[config.mk]
export PLATFORM = sky130hd
export DESIGN_NAME = idea_block_cipher_cbc_top
export DESIGN_NICKNAME = d
export VERILOG_FILES = /design/src/sv/idea_pkg.sv /design/src/sv/idea_mul.sv /design/src/sv/idea_block_cipher_cbc_top.sv
export SDC_FILE = /design/constraint.sdc
export NUM_CORES = 2
export LEC_CHECK = 0
export ABC_AREA = 1
export BUFFER_PORTS_ARGS = -buffer_cell sky130_fd_sc_hd__buf_2
export CAP_MARGIN = 10
export CORE_MARGIN = 5
export CORE_UTILIZATION = 40
export DETAILED_ROUTE_END_ITERATION = 16
export GPL_TIMING_DRIVEN = 0
export PLACE_DENSITY = 0.65
export SYNTH_ARGS = -nofsm -noshare
export SYNTH_HDL_FRONTEND = slang
export SYNTH_SLANG_ARGS = --single-unit
[constraint.sdc]
create_clock -name clock -period 6.8 [get_ports clock]
set_input_delay 1.02 -clock clock [delete_from_list [all_inputs] [get_ports clock]]
set_output_delay 1.02 -clock clock [all_outputs]
set_load 0.05 [all_outputs]
[src/sv/idea_pkg.sv]
// Shared types, constants and index functions for the IDEA CBC block.
package idea_pkg;

   localparam int SubkeyCount = 52;
   localparam int SubkeyAw    = $clog2(SubkeyCount);
   localparam int CsrIndexW   = 2;

   localparam logic [CsrIndexW-1:0] CSR_KEY_HIGH       = 2'd0;
   localparam logic [CsrIndexW-1:0] CSR_KEY_LOW        = 2'd1;
   localparam logic [CsrIndexW-1:0] CSR_DIRECTION      = 2'd2;
   localparam logic [CsrIndexW-1:0] CSR_INITIAL_VECTOR = 2'd3;

   typedef enum logic [3:0] {
      ST_KEY_LOAD,
      ST_KEY_GEN,
      ST_INV_SQ,
      ST_INV_SQ_CAP,
      ST_INV_MB,
      ST_INV_MB_CAP,
      ST_IDLE,
      ST_RUN,
      ST_FINISH
   } state_type;

   // Six times a small value, built from shifts.
   function automatic logic [SubkeyAw-1:0] times_six(input logic [3:0] r);
      logic [SubkeyAw-1:0] w;
      begin
         w = {{(SubkeyAw-4){1'b0}}, r};
         times_six = (w << 2) + (w << 1);
      end
   endfunction

   // Position of encryption subkey (group q, slot m) in the encryption schedule.
   function automatic logic [SubkeyAw-1:0] enc_dest(input logic [3:0] q, input logic [2:0] m);
      begin
         enc_dest = times_six(q) + {{(SubkeyAw-3){1'b0}}, m};
      end
   endfunction

   // Position that encryption subkey (group q, slot m) takes in the decryption schedule.
   function automatic logic [SubkeyAw-1:0] dec_dest(input logic [3:0] q, input logic [2:0] m);
      logic [3:0] r;
      logic [2:0] slot;
      begin
         r    = 4'd8 - q;
         slot = m;
         case (m)
            3'd0, 3'd3: begin
               slot = m;
            end
            3'd1, 3'd2: begin
               // The two additive keys swap places except in the outer rounds.
               if (r == 4'd0 || r == 4'd8) begin
                  slot = m;
               end else begin
                  slot = 3'd3 - m;
               end
            end
            3'd4, 3'd5: begin
               r    = 4'd7 - q;
               slot = m;
            end
            default: begin
               slot = m;
            end
         endcase
         dec_dest = times_six(r) + {{(SubkeyAw-3){1'b0}}, slot};
      end
   endfunction

endpackage

[src/sv/idea_mul.sv]
// Multiplier modulo 65537 with a registered product; zero stands for 65536.
module idea_mul (
   input  logic        clock,
   input  logic [15:0] op_a,
   input  logic [15:0] op_b,
   output logic [15:0] result
);
   logic [31:0] prod_ff;
   logic [15:0] a_ff;
   logic [15:0] b_ff;
   logic        za_ff;
   logic        zb_ff;
   logic [16:0] diff;

   always_ff @(posedge clock) begin
      prod_ff <= op_a * op_b;
      a_ff    <= op_a;
      b_ff    <= op_b;
      za_ff   <= (op_a == 16'd0);
      zb_ff   <= (op_b == 16'd0);
   end

   // Since 2^16 is -1 modulo 65537, the high half is subtracted from the low half.
   assign diff = {1'b0, prod_ff[15:0]} - {1'b0, prod_ff[31:16]};

   always_comb begin
      if (za_ff) begin
         result = 16'd1 - b_ff;
      end else if (zb_ff) begin
         result = 16'd1 - a_ff;
      end else begin
         result = diff[15:0] + {15'd0, diff[16]};
      end
   end
endmodule

[src/sv/idea_block_cipher_cbc_top.sv]
// IDEA block cipher top level with CBC chaining and subkey derivation.
//
// One 64-bit block is accepted at a time. A block runs eight rounds and
// an output transform through a single pipelined modulo-65537 multiplier,
// then loads the result register once no earlier result is held stalled;
// the next block is accepted only after that. Writing key_high, key_low
// or direction (and leaving reset) starts a subkey derivation during
// which req_stall stays high. For decryption the 18 multiplicative
// inverses are each raised to the power 65535 with 30 passes through the
// same multiplier. Writing initial_vector only takes effect on a block
// that has req_restart_chain set.
module idea_block_cipher_cbc_top (
   input  logic                           clock,
   input  logic                           reset,
   input  logic                           req_valid,
   output logic                           req_stall,
   input  logic [63:0]                    req_block_in,
   input  logic                           req_restart_chain,
   output logic                           rsp_valid,
   input  logic                           rsp_stall,
   output logic [63:0]                    rsp_block_out,
   input  logic                           csr_write,
   input  logic [idea_pkg::CsrIndexW-1:0] csr_index,
   input  logic [63:0]                    csr_data
);
   import idea_pkg::*;

   state_type state_ff, state_in;

   logic [63:0]  key_high_ff, key_low_ff, iv_ff;
   logic         dir_ff;

   logic [127:0] kr_ff, kr_in;
   logic [2:0]   kc_ff, kc_in;
   logic [3:0]   kq_ff, kq_in;
   logic [2:0]   km_ff, km_in;
   logic [15:0]  acc_ff, acc_in;
   logic [15:0]  ibase_ff, ibase_in;
   logic [3:0]   icnt_ff, icnt_in;

   logic [15:0]  x0_ff, x1_ff, x2_ff, x3_ff;
   logic [15:0]  x0_in, x1_in, x2_in, x3_in;
   logic [15:0]  a_ff, b_ff, c_ff, d_ff, t_ff;
   logic [15:0]  a_in, b_in, c_in, d_in, t_in;
   logic [3:0]   step_ff, step_in;
   logic [3:0]   round_ff, round_in;
   logic [SubkeyAw-1:0] kbase_ff, kbase_in;

   logic [63:0]  chain_ff, chain_in;
   logic [63:0]  blk_ff, blk_in;
   logic         rsp_valid_ff, rsp_valid_in;
   logic [63:0]  rsp_data_ff, rsp_data_in;

   logic [15:0]  subkey_mem [SubkeyCount];
   logic [15:0]  kd_ff;
   logic [SubkeyAw-1:0] kaddr;
   logic         mem_we;
   logic [SubkeyAw-1:0] mem_waddr;
   logic [15:0]  mem_wdata;

   logic [15:0]  mul_a, mul_b, mul_res;

   logic [15:0]  chunk;
   logic         last_key;
   logic         key_restart;
   logic         accept;
   logic         fin;
   logic [15:0]  tu;
   logic [63:0]  cipher_out;
   logic [63:0]  chain_sel;

   idea_mul u_mul (
      .clock  (clock),
      .op_a   (mul_a),
      .op_b   (mul_b),
      .result (mul_res)
   );

   assign accept      = req_valid && !req_stall;
   assign req_stall   = (state_ff != ST_IDLE);
   assign rsp_valid   = rsp_valid_ff;
   assign rsp_block_out = rsp_data_ff;
   assign key_restart = csr_write && (csr_index inside {CSR_KEY_HIGH, CSR_KEY_LOW, CSR_DIRECTION});
   assign chunk       = kr_ff[(7 - kc_ff) * 16 +: 16];
   assign last_key    = (kq_ff == 4'd8) && (km_ff == 3'd3);
   assign fin         = (round_ff == 4'd8);
   assign tu          = t_ff + mul_res;
   assign cipher_out  = {a_ff, b_ff, c_ff, d_ff};
   assign chain_sel   = req_restart_chain ? iv_ff : chain_ff;

   // Next state.
   always_comb begin
      state_in = state_ff;
      case (state_ff)
         ST_KEY_LOAD: begin
            state_in = ST_KEY_GEN;
         end
         ST_KEY_GEN: begin
            if (dir_ff && (km_ff == 3'd0 || km_ff == 3'd3)) begin
               state_in = ST_INV_SQ;
            end else if (last_key) begin
               state_in = ST_IDLE;
            end
         end
         ST_INV_SQ: begin
            state_in = ST_INV_SQ_CAP;
         end
         ST_INV_SQ_CAP: begin
            state_in = ST_INV_MB;
         end
         ST_INV_MB: begin
            state_in = ST_INV_MB_CAP;
         end
         ST_INV_MB_CAP: begin
            if (icnt_ff != 4'd0) begin
               state_in = ST_INV_SQ;
            end else if (last_key) begin
               state_in = ST_IDLE;
            end else begin
               state_in = ST_KEY_GEN;
            end
         end
         ST_IDLE: begin
            if (accept) begin
               state_in = ST_RUN;
            end
         end
         ST_RUN: begin
            if (fin && step_ff == 4'd4) begin
               state_in = ST_FINISH;
            end
         end
         ST_FINISH: begin
            if (!rsp_valid_ff || !rsp_stall) begin
               state_in = ST_IDLE;
            end
         end
         default: begin
            state_in = ST_KEY_LOAD;
         end
      endcase
      if (key_restart) begin
         state_in = ST_KEY_LOAD;
      end
   end

   // Datapath controls and register updates.
   always_comb begin
      logic advance;
      advance    = 1'b0;
      kr_in      = kr_ff;
      kc_in      = kc_ff;
      kq_in      = kq_ff;
      km_in      = km_ff;
      acc_in     = acc_ff;
      ibase_in   = ibase_ff;
      icnt_in    = icnt_ff;
      x0_in      = x0_ff;
      x1_in      = x1_ff;
      x2_in      = x2_ff;
      x3_in      = x3_ff;
      a_in       = a_ff;
      b_in       = b_ff;
      c_in       = c_ff;
      d_in       = d_ff;
      t_in       = t_ff;
      step_in    = step_ff;
      round_in   = round_ff;
      kbase_in   = kbase_ff;
      chain_in   = chain_ff;
      blk_in     = blk_ff;
      rsp_data_in  = rsp_data_ff;
      rsp_valid_in = rsp_valid_ff && rsp_stall;
      mem_we     = 1'b0;
      mem_waddr  = enc_dest(kq_ff, km_ff);
      mem_wdata  = chunk;
      mul_a      = 16'd0;
      mul_b      = 16'd0;
      kaddr      = '0;

      case (state_ff)
         ST_KEY_LOAD: begin
            kr_in = {key_high_ff, key_low_ff};
            kc_in = 3'd0;
            kq_in = 4'd0;
            km_in = 3'd0;
         end
         ST_KEY_GEN: begin
            if (!dir_ff) begin
               mem_we  = 1'b1;
               advance = 1'b1;
            end else if (km_ff == 3'd0 || km_ff == 3'd3) begin
               acc_in   = chunk;
               ibase_in = chunk;
               icnt_in  = 4'd14;
            end else begin
               mem_we    = 1'b1;
               mem_waddr = dec_dest(kq_ff, km_ff);
               mem_wdata = (km_ff == 3'd1 || km_ff == 3'd2) ? 16'd0 - chunk : chunk;
               advance   = 1'b1;
            end
         end
         ST_INV_SQ: begin
            mul_a = acc_ff;
            mul_b = acc_ff;
         end
         ST_INV_SQ_CAP: begin
            acc_in = mul_res;
         end
         ST_INV_MB: begin
            mul_a = acc_ff;
            mul_b = ibase_ff;
         end
         ST_INV_MB_CAP: begin
            acc_in = mul_res;
            if (icnt_ff != 4'd0) begin
               icnt_in = icnt_ff - 4'd1;
            end else begin
               mem_we    = 1'b1;
               mem_waddr = dec_dest(kq_ff, km_ff);
               mem_wdata = mul_res;
               advance   = 1'b1;
            end
         end
         ST_IDLE: begin
            if (accept) begin
               chain_in = chain_sel;
               blk_in   = req_block_in;
               {x0_in, x1_in, x2_in, x3_in} = dir_ff ? req_block_in
                                                     : (req_block_in ^ chain_sel);
               step_in  = 4'd1;
               round_in = 4'd0;
               kbase_in = '0;
            end
         end
         ST_RUN: begin
            step_in = step_ff + 4'd1;
            case (step_ff)
               4'd1: begin
                  mul_a = x0_ff;
                  mul_b = kd_ff;
                  kaddr = kbase_ff + SubkeyAw'(3);
               end
               4'd2: begin
                  a_in  = mul_res;
                  mul_a = x3_ff;
                  mul_b = kd_ff;
                  kaddr = kbase_ff + SubkeyAw'(1);
               end
               4'd3: begin
                  d_in  = mul_res;
                  b_in  = (fin ? x2_ff : x1_ff) + kd_ff;
                  kaddr = kbase_ff + SubkeyAw'(2);
               end
               4'd4: begin
                  c_in  = (fin ? x1_ff : x2_ff) + kd_ff;
                  kaddr = fin ? '0 : kbase_ff + SubkeyAw'(4);
               end
               4'd5: begin
                  mul_a = kd_ff;
                  mul_b = a_ff ^ c_ff;
                  kaddr = kbase_ff + SubkeyAw'(5);
               end
               4'd6: begin
                  t_in  = mul_res;
                  kaddr = kbase_ff + SubkeyAw'(5);
               end
               4'd7: begin
                  mul_a = (b_ff ^ d_ff) + t_ff;
                  mul_b = kd_ff;
                  kaddr = kbase_ff + SubkeyAw'(5);
               end
               4'd8: begin
                  // Mixing layer closes the round; the next round's first key is fetched.
                  x0_in    = a_ff ^ mul_res;
                  x1_in    = c_ff ^ mul_res;
                  x2_in    = b_ff ^ tu;
                  x3_in    = d_ff ^ tu;
                  round_in = round_ff + 4'd1;
                  kbase_in = kbase_ff + SubkeyAw'(6);
                  kaddr    = kbase_ff + SubkeyAw'(6);
                  step_in  = 4'd1;
               end
               default: begin
                  step_in = 4'd1;
               end
            endcase
         end
         ST_FINISH: begin
            if (!rsp_valid_ff || !rsp_stall) begin
               rsp_valid_in = 1'b1;
               rsp_data_in  = dir_ff ? (cipher_out ^ chain_ff) : cipher_out;
               chain_in     = dir_ff ? blk_ff : cipher_out;
            end
         end
         default: begin
            kaddr = '0;
         end
      endcase

      if (advance) begin
         if (kc_ff == 3'd7) begin
            kr_in = {kr_ff[102:0], kr_ff[127:103]};
         end
         kc_in = kc_ff + 3'd1;
         if (km_ff == 3'd5) begin
            km_in = 3'd0;
            kq_in = kq_ff + 4'd1;
         end else begin
            km_in = km_ff + 3'd1;
         end
      end
   end

   always_ff @(posedge clock) begin
      if (reset) begin
         state_ff     <= ST_KEY_LOAD;
         key_high_ff  <= '0;
         key_low_ff   <= '0;
         dir_ff       <= 1'b0;
         iv_ff        <= '0;
         chain_ff     <= '0;
         rsp_valid_ff <= 1'b0;
      end else begin
         state_ff     <= state_in;
         chain_ff     <= chain_in;
         rsp_valid_ff <= rsp_valid_in;
         if (csr_write) begin
            case (csr_index)
               CSR_KEY_HIGH:       key_high_ff <= csr_data;
               CSR_KEY_LOW:        key_low_ff  <= csr_data;
               CSR_DIRECTION:      dir_ff      <= csr_data[0];
               CSR_INITIAL_VECTOR: iv_ff       <= csr_data;
               default:            iv_ff       <= iv_ff;
            endcase
         end
      end
   end

   always_ff @(posedge clock) begin
      kr_ff       <= kr_in;
      kc_ff       <= kc_in;
      kq_ff       <= kq_in;
      km_ff       <= km_in;
      acc_ff      <= acc_in;
      ibase_ff    <= ibase_in;
      icnt_ff     <= icnt_in;
      x0_ff       <= x0_in;
      x1_ff       <= x1_in;
      x2_ff       <= x2_in;
      x3_ff       <= x3_in;
      a_ff        <= a_in;
      b_ff        <= b_in;
      c_ff        <= c_in;
      d_ff        <= d_in;
      t_ff        <= t_in;
      step_ff     <= step_in;
      round_ff    <= round_in;
      kbase_ff    <= kbase_in;
      blk_ff      <= blk_in;
      rsp_data_ff <= rsp_data_in;
   end

   always_ff @(posedge clock) begin
      if (mem_we) begin
         subkey_mem[mem_waddr] <= mem_wdata;
      end
      kd_ff <= subkey_mem[kaddr];
   end

`ifndef SYNTHESIS
   a_key_write_stalls: assert property (@(posedge clock) disable iff (reset)
      (csr_write && (csr_index == CSR_KEY_HIGH || csr_index == CSR_KEY_LOW ||
                     csr_index == CSR_DIRECTION)) |=> req_stall)
      else $error("input not stalled during subkey derivation");

   a_accept_then_busy: assert property (@(posedge clock) disable iff (reset)
      (req_valid && !req_stall) |=> (req_stall && state_ff == ST_RUN))
      else $error("block not started after accept");

   a_result_from_finish: assert property (@(posedge clock) disable iff (reset)
      $rose(rsp_valid) |-> $past(state_ff == ST_FINISH))
      else $error("result raised outside finish");

   a_round_bound: assert property (@(posedge clock) disable iff (reset)
      (state_ff == ST_RUN) |-> (round_ff <= 4'd8 && step_ff != 4'd0))
      else $error("round sequencer out of range");
`endif
endmodule
* After elaboration in Yosys (flattened, before gate mapping) *
Memories as Yosys holds them, arrays and structs flattened. A register that Yosys moved wholly into a read port is not among the register bits.
Cells that the tools add are included.

word-level totals
  flip-flop bits (word level) = 788
  bits in latches = 0
  RAM bits = 832
  memory bits (read-only) = 0
  bits of input ports = 136
  word-level logic and storage cells = 257
  memories kept = 1

memories
  memory      depth  width  rd ports  clocked after memory_dff  wr ports  RTL line                         source
  subkey_mem  52     16     1         1                         1         idea_block_cipher_cbc_top.sv:54  logic [15:0] subkey_mem [SubkeyCount];

operators by class
  $add $sub $neg = 31
  multipliers = 1
  divide/modulo/power cells = 0
  order comparisons = 0
  equality and inequality tests = 37
  shift-type cells = 1
  multiplexer cells = 94
  bitwise operators = 8
  reductions and logical operators = 51

operator list
  operator                                            count
  two-way mux 128 bit                                 3
  two-way mux 64 bit                                  6
  two-way mux 16 bit                                  18
  case mux 16 bit (2 select lines)                    8
  case mux 64 bit (2 select lines)                    1
  indexed part select 128 x 33 -> 16 bit              1
  bitwise XOR 64 bit                                  2
  bitwise XOR 16 bit                                  6
  two-way mux 4 bit                                   21
  adder 16 bit                                        4
  case mux 16 bit (4 select lines)                    1
  case mux 16 bit (3 select lines)                    1
  subtractor 1 x 16 -> 16 bit (first input constant)  3
  two-way mux 6 bit                                   7
  two-way mux 3 bit                                   13
  case mux 4 bit (9 select lines)                     1
  case mux 6 bit (6 select lines)                     1
  == test 4 x 3 -> 1 bit (second input constant)      8
  zero test 16 bit                                    2
  multiplier 16 x 16 -> 32 bit                        1
  case mux 4 bit (2 select lines)                     3
  case mux 6 bit (2 select lines)                     2
  AND reduction 2 bit                                 11
  == test 4 bit (second input constant)               5
  41 further kinds                                    94

* Depth between registers and ports, before layout *
  depth after elaboration = 12
  gate-level depth with buffers = 40
  gate-level depth less buffers = 40

* Hierarchy *
From an unflattened synthesis, not the netlist that was laid out.

unflattened totals
  cell total of the unflattened synthesis = 9567
  area total of the unflattened synthesis = 85345.6 um2

modules (own cells, without submodules)
  module                     times used  cells each  area each (um2)  sequential area each (um2)
  idea_block_cipher_cbc_top  1           7844        72748.5          43011.3
  idea_mul                   1           1723        12597.1          1321.3

* Worst setup path after synthesis *
OpenSTA, ideal clock, no wires.

  path type = register to register
  start point = reg d_ff[2]
  end point = reg u_mul.prod_ff[31]
  arrival time = 7.175 ns
  data required time = 6.728 ns
  setup slack = -0.447 ns
  stages on the path, launching flop included = 40
  path buffers = 1
  cell sequence = edfxtp_1 xor2_1 ha_1 a21oi_1 o21ai_0 a21oi_1 nor2_1 o21ai_0 nand2_1 o21ai_0 nand2_1 nand2_1 nand2_1 inv_1 clkbuf_1 nor2_1 fa_1 inv_1 (+4 left out) fa_1 inv_1 fa_1 inv_1 fa_1 inv_1 ha_1 nand2_1 nor2_1 nor2_1 o221ai_1 nand2_1 nand3_1 nand3_1 nand2_1 a31oi_1 o21ai_0 xor2_1

between the ends
  word-level cells in the longest chain between the ends = 5

ends and longest elaborated chain
  what                              RTL line                          source
  start, declared                   idea_block_cipher_cbc_top.sv:43   logic [15:0] a_ff, b_ff, c_ff, d_ff, t_ff;
  start signal, assigned            idea_block_cipher_cbc_top.sv:355  d_ff <= d_in;
  bitwise XOR 16 bit                idea_block_cipher_cbc_top.sv:269  mul_a = (b_ff ^ d_ff) + t_ff;
  adder 16 bit                      idea_block_cipher_cbc_top.sv:269
  case mux 16 bit (4 select lines)  idea_block_cipher_cbc_top.sv:238  case (step_ff)
  case mux 16 bit (2 select lines)  idea_block_cipher_cbc_top.sv:181  case (state_ff)
  via mul_a[7]                      idea_block_cipher_cbc_top.sv:61   logic [15:0] mul_a, mul_b, mul_res;
  multiplier 16 x 16 -> 32 bit      idea_mul.sv:16                    prod_ff <= op_a * op_b;
  end signal, assigned              idea_mul.sv:16
  end, declared                     idea_mul.sv:8                     logic [31:0] prod_ff;

The timed path passes the listed nets, and every way through them passes these cells.
A chain may end at the register's enable or synchronous reset.

* Final worst setup path *
  start point = reg b_ff[0]
  end point = reg u_mul.prod_ff[24]

between the ends
  word-level cells in the longest chain between the ends = 5

ends and longest elaborated chain
  what                              RTL line                          source
  start, declared                   idea_block_cipher_cbc_top.sv:43
  start signal, assigned            idea_block_cipher_cbc_top.sv:353  b_ff <= b_in;
  bitwise XOR 16 bit                idea_block_cipher_cbc_top.sv:269
  adder 16 bit                      idea_block_cipher_cbc_top.sv:269
  case mux 16 bit (4 select lines)  idea_block_cipher_cbc_top.sv:238
  case mux 16 bit (2 select lines)  idea_block_cipher_cbc_top.sv:181
  via mul_a[8]                      idea_block_cipher_cbc_top.sv:61
  multiplier 16 x 16 -> 32 bit      idea_mul.sv:16

The timed path passes the listed nets, and every way through them passes these cells.

==> results.py <==
metrics = {
    "synthesis": {
        "synth_edf_count": 1159,
        "yosysMostFrequentCell": "nand2_1",
        "synth_area_leaders": "edfxtp_1 42%, dfxtp_1 11%, nand2_1 7.8%, nand3_1 5.1%, fa_1 4.9%",
        "ys.flop_type": "edfxtp_1",
        "synthCells": 8740,
        "synth_cell_types": 59,
        "seq_area_frac_synth_pct": 53.3,
        "yosysTopAreaCell": "edfxtp_1",
        "synth.avg_cell_area_sq_um": 9.52,
        "syn_area_sq_um": 83200,
        "synth_nets": 9300,
        "async_reset_ff_share_pct": 0,
        "synth_commonest_cells": "1,722 x nand2_1, 1,159 x edfxtp_1, 851 x nand3_1",
        "yosys.area.top_type_share_pct": 41.8,
        "ys_ff_latch": 1635,
        "yosys_warnings": 0,
    },
    "setup_path": {
        "worstPathArrival_ns": 8.63,
        "cp-start-kind": "flop",
        "critPathLaunch": "b_ff[0]",
        "cp_slowest_cell": "fa_2",
        "cp-end-kind": "flop",
        "crit_required_ns": 7.56,
        "cpPeakStageDelay_ns": 0.58,
        "crit_type": "reg -> reg",
        "crit_top_cell": "fa_1",
        "worstReg2RegStart": "b_ff[0]",
        "cp_max_fo": 7,
        "reg2regPathDepth": 31,
    },
    "sta": {
        "rsz0062_at_grt": "yes",
        "hold_ws_ns": 0.379,
        "tightest_slew_ns": 1.22,
        "relSlewSlack_pct": 18.0,
        "period_share_pct": 116,
        "hold_viol": 0,
        "setup_slack_ns": -1.07,
        "period_needed_ns": 7.87,
        "finalSetupTns_ns": -17.12,
        "fmax_mhz": 127,
        "skew_ns": 0.0474,
        "setup_viol": 22,
        "drv_slew": 0,
    },
    "route": {
        "drt_iter0_drc": 11200,
        "wl_per_cell_microns": 29.1,
        "ant_nets": 0,
        "vias": 73100,
        "wirelength_microns": 358000,
        "drc": 0,
        "firstDrtPassIters": 9,
        "via_per_inst": 5.95,
    },
    "placement": {
        "numPortBuffers": 199,
        "globalplace.congestion": 1.03,
        "pre_cts_slack_ns": -2.22,
        "dp_hpwl_microns": 272000,
        "dp.cells": 11800,
    },
    "job": {
        "max_cap_violations": 0,
    },
    "floorplanning": {
        "die_x_microns": 466,
        "row_count": 167,
        "fp.coreArea_sq_um": 207000,
        "start_util_pct": 40.2,
        "io_pins": 202,
        "die_h_microns": 466,
        "die_area_sq_um": 217000,
    },
    "pwr": {
        "swShare_pct": 33.7,
        "ir_worst_vdd_uv": 300,
        "p_comb_share_pct": 25.2,
        "p_seq_share_pct": 41.1,
        "p_int_mw": 19.3,
        "power_switching_mw": 9.80,
        "pwr-share-clk_pct": 33.7,
        "leakagePower_nw": 38.5,
        "power_per_cell_area_nw_per_um2": 297,
    },
    "grt": {
        "track_usage_pct": 31.7,
        "grt_max_degree": 51,
        "grt_overflow_total": 0,
        "antenna_found_initial": 22,
        "grt_pass1_wl_microns": 495000,
        "grt_pass1_vias": 67500,
    },
    "run_status": {
        "status": "finished, violations left",
        "violations": "setup timing",
    },
    "clock_tree": {
        "cts_buffers": 177,
        "clk_latency_ns": 0.86,
        "cts_num_sinks": 1635,
        "cts_root_buf": "clkbuf_16",
        "cts_tree": "yes",
        "clk_pin_slew_worst_paths_ns": 0.06,
        "clk_path_buf_depth": 3,
        "cts_max_level": 4,
    },
    "min_path": {
        "hold_start": "req_block_in[51]",
        "hp-class": "in -> reg",
        "hold_path_depth": 1,
    },
    "final_layout": {
        "num-nets-final": 9884,
        "area_delta_synth_final_pct": 17.8,
        "drive_gt1_share_pct": 12.8,
        "instances_no_fill": 12300,
    },
}
==> worst max-delay path: cells and delay by family (launching register included) <==
family	cells	cell delay [ns]
AO/OA/AOI/OAI	6	0.87
AND/OR/NAND/NOR	9	1.57
XOR/XNOR	2	0.45
adder cells (fa/ha/maj)	9	4.11
flip-flops	1	0.51
buffers and inverters	5	0.28
==> power groups by stage <==
stage / clock network, mW / registers (mW) / logic [mW]
2_1_floorplan: 0 / 12.1 / 3.58
3_3_place_gp: 0 / 12.4 / 6.10
3_5_place_dp: 0 / 12.2 / 6.76
4_1_cts: 9.83 / 12.0 / 6.94
5_1_grt: 10.3 / 12.0 / 7.69
6_report: 9.79 / 12.0 / 7.32
==> metrics by stage <==
step           util [%]  power [mW]  cell area (sq um)
6_report           47.3        29.1              98000
4_1_cts            47.0        28.7              97300
3_5_place_dp       43.5        18.9              90100
3_3_place_gp       42.4        18.5              87900
5_1_grt            47.3        29.9              98000
2_1_floorplan         -        15.7              83400
==> per-layer routing <==
| metal | vias up | wire length (microns) | global-route usage, % |
|---|---|---|---|
| met5 | - | 52 | 0 |
| met4 | 8 | 18900 | 13.6 |
| met3 | 907 | 45000 | 9.17 |
| met2 | 4994 | 152000 | 47.2 |
| met1 | 35800 | 141000 | 43.1 |
| li1 | 31400 | - | - |
==> cell families (layout without fill, tap and decap cells) <==
family          count (synthesis)  count (layout)  synth area share, %
simple gates                 3441            3441                 17.3
compound gates               1701            1701                 11.7
flops                        1635            1635                 53.3
buf+inv                      1250            1982                 6.00
fa+ha+maj                     424             424                 8.22
xor+xnor                      145             145                 1.53
mux                           144             144                 1.92
other cells                     0              17                    0
==> layout by cell type (no fill, tap or decap), drive strengths merged, types with 3 or more instances in the layout <==
cell type and n:
nand3b 6, o21a 18, a22oi 4, xnor2 57, a32o 16, or2 15, ha 220, diode 17
buf 588, mux2 127, clkinv 75, nor2 694, a22o 6, clkbuf 560, nand4 82, nor3 46
a21o 8, a31oi 262, clkinvlp 11, nor4 11, and2 7, nand3 852, edfxtp 1159, xor2 88
a21oi 520, dfxtp 476, fa 204, o22ai 18, mux2i 17, nand2 1727, a211oi 121, inv 738
a21boi 3, o21ai 585, bufinv 10, o211ai 26, o21bai 75, o221ai 27
==> registers in the layout (all words and copies together), names as in the netlist, 32 cells and up <==
| name | flops |
|---|---|
| blk_ff | 64 |
| chain_ff | 64 |
| iv_ff | 64 |
| key_high_ff | 64 |
| key_low_ff | 64 |
| kr_ff | 128 |
| rsp_block_out | 64 |
| subkey_mem | 832 |
| u_mul.prod_ff | 32 |
==> area by class of cell <==
class / instances / area [sq um]
repair buffers: 406 / 3670
multi-input cells: 5855 / 35400
clock inverters: 93 / 883
inverters: 741 / 2840
clock buffers: 234 / 4960
flip-flops and latches: 1635 / 44300
well taps: 2788 / 3490
diodes: 17 / 42.5
fillers: 19000 / 109000
plain buffers: 508 / 2370
==> worst paths after layout <==
check                                    endpoint  slack [ns]
worst max-delay path            u_mul.prod_ff[24]       -1.07
worst min-delay path                   blk_ff[51]        0.38
worst max register to register  u_mul.prod_ff[24]       -1.07
worst min register to register    key_high_ff[62]        0.46
==> timing repair <==
item,CTS,global route
resized for setup,223,97
hold buffers,0,0
hold endpoints to repair,0,0
endpoints found under the setup margin,33,32
buffers inserted,55,49
pin swaps,42,88
(Power assumes the default switching activity.)
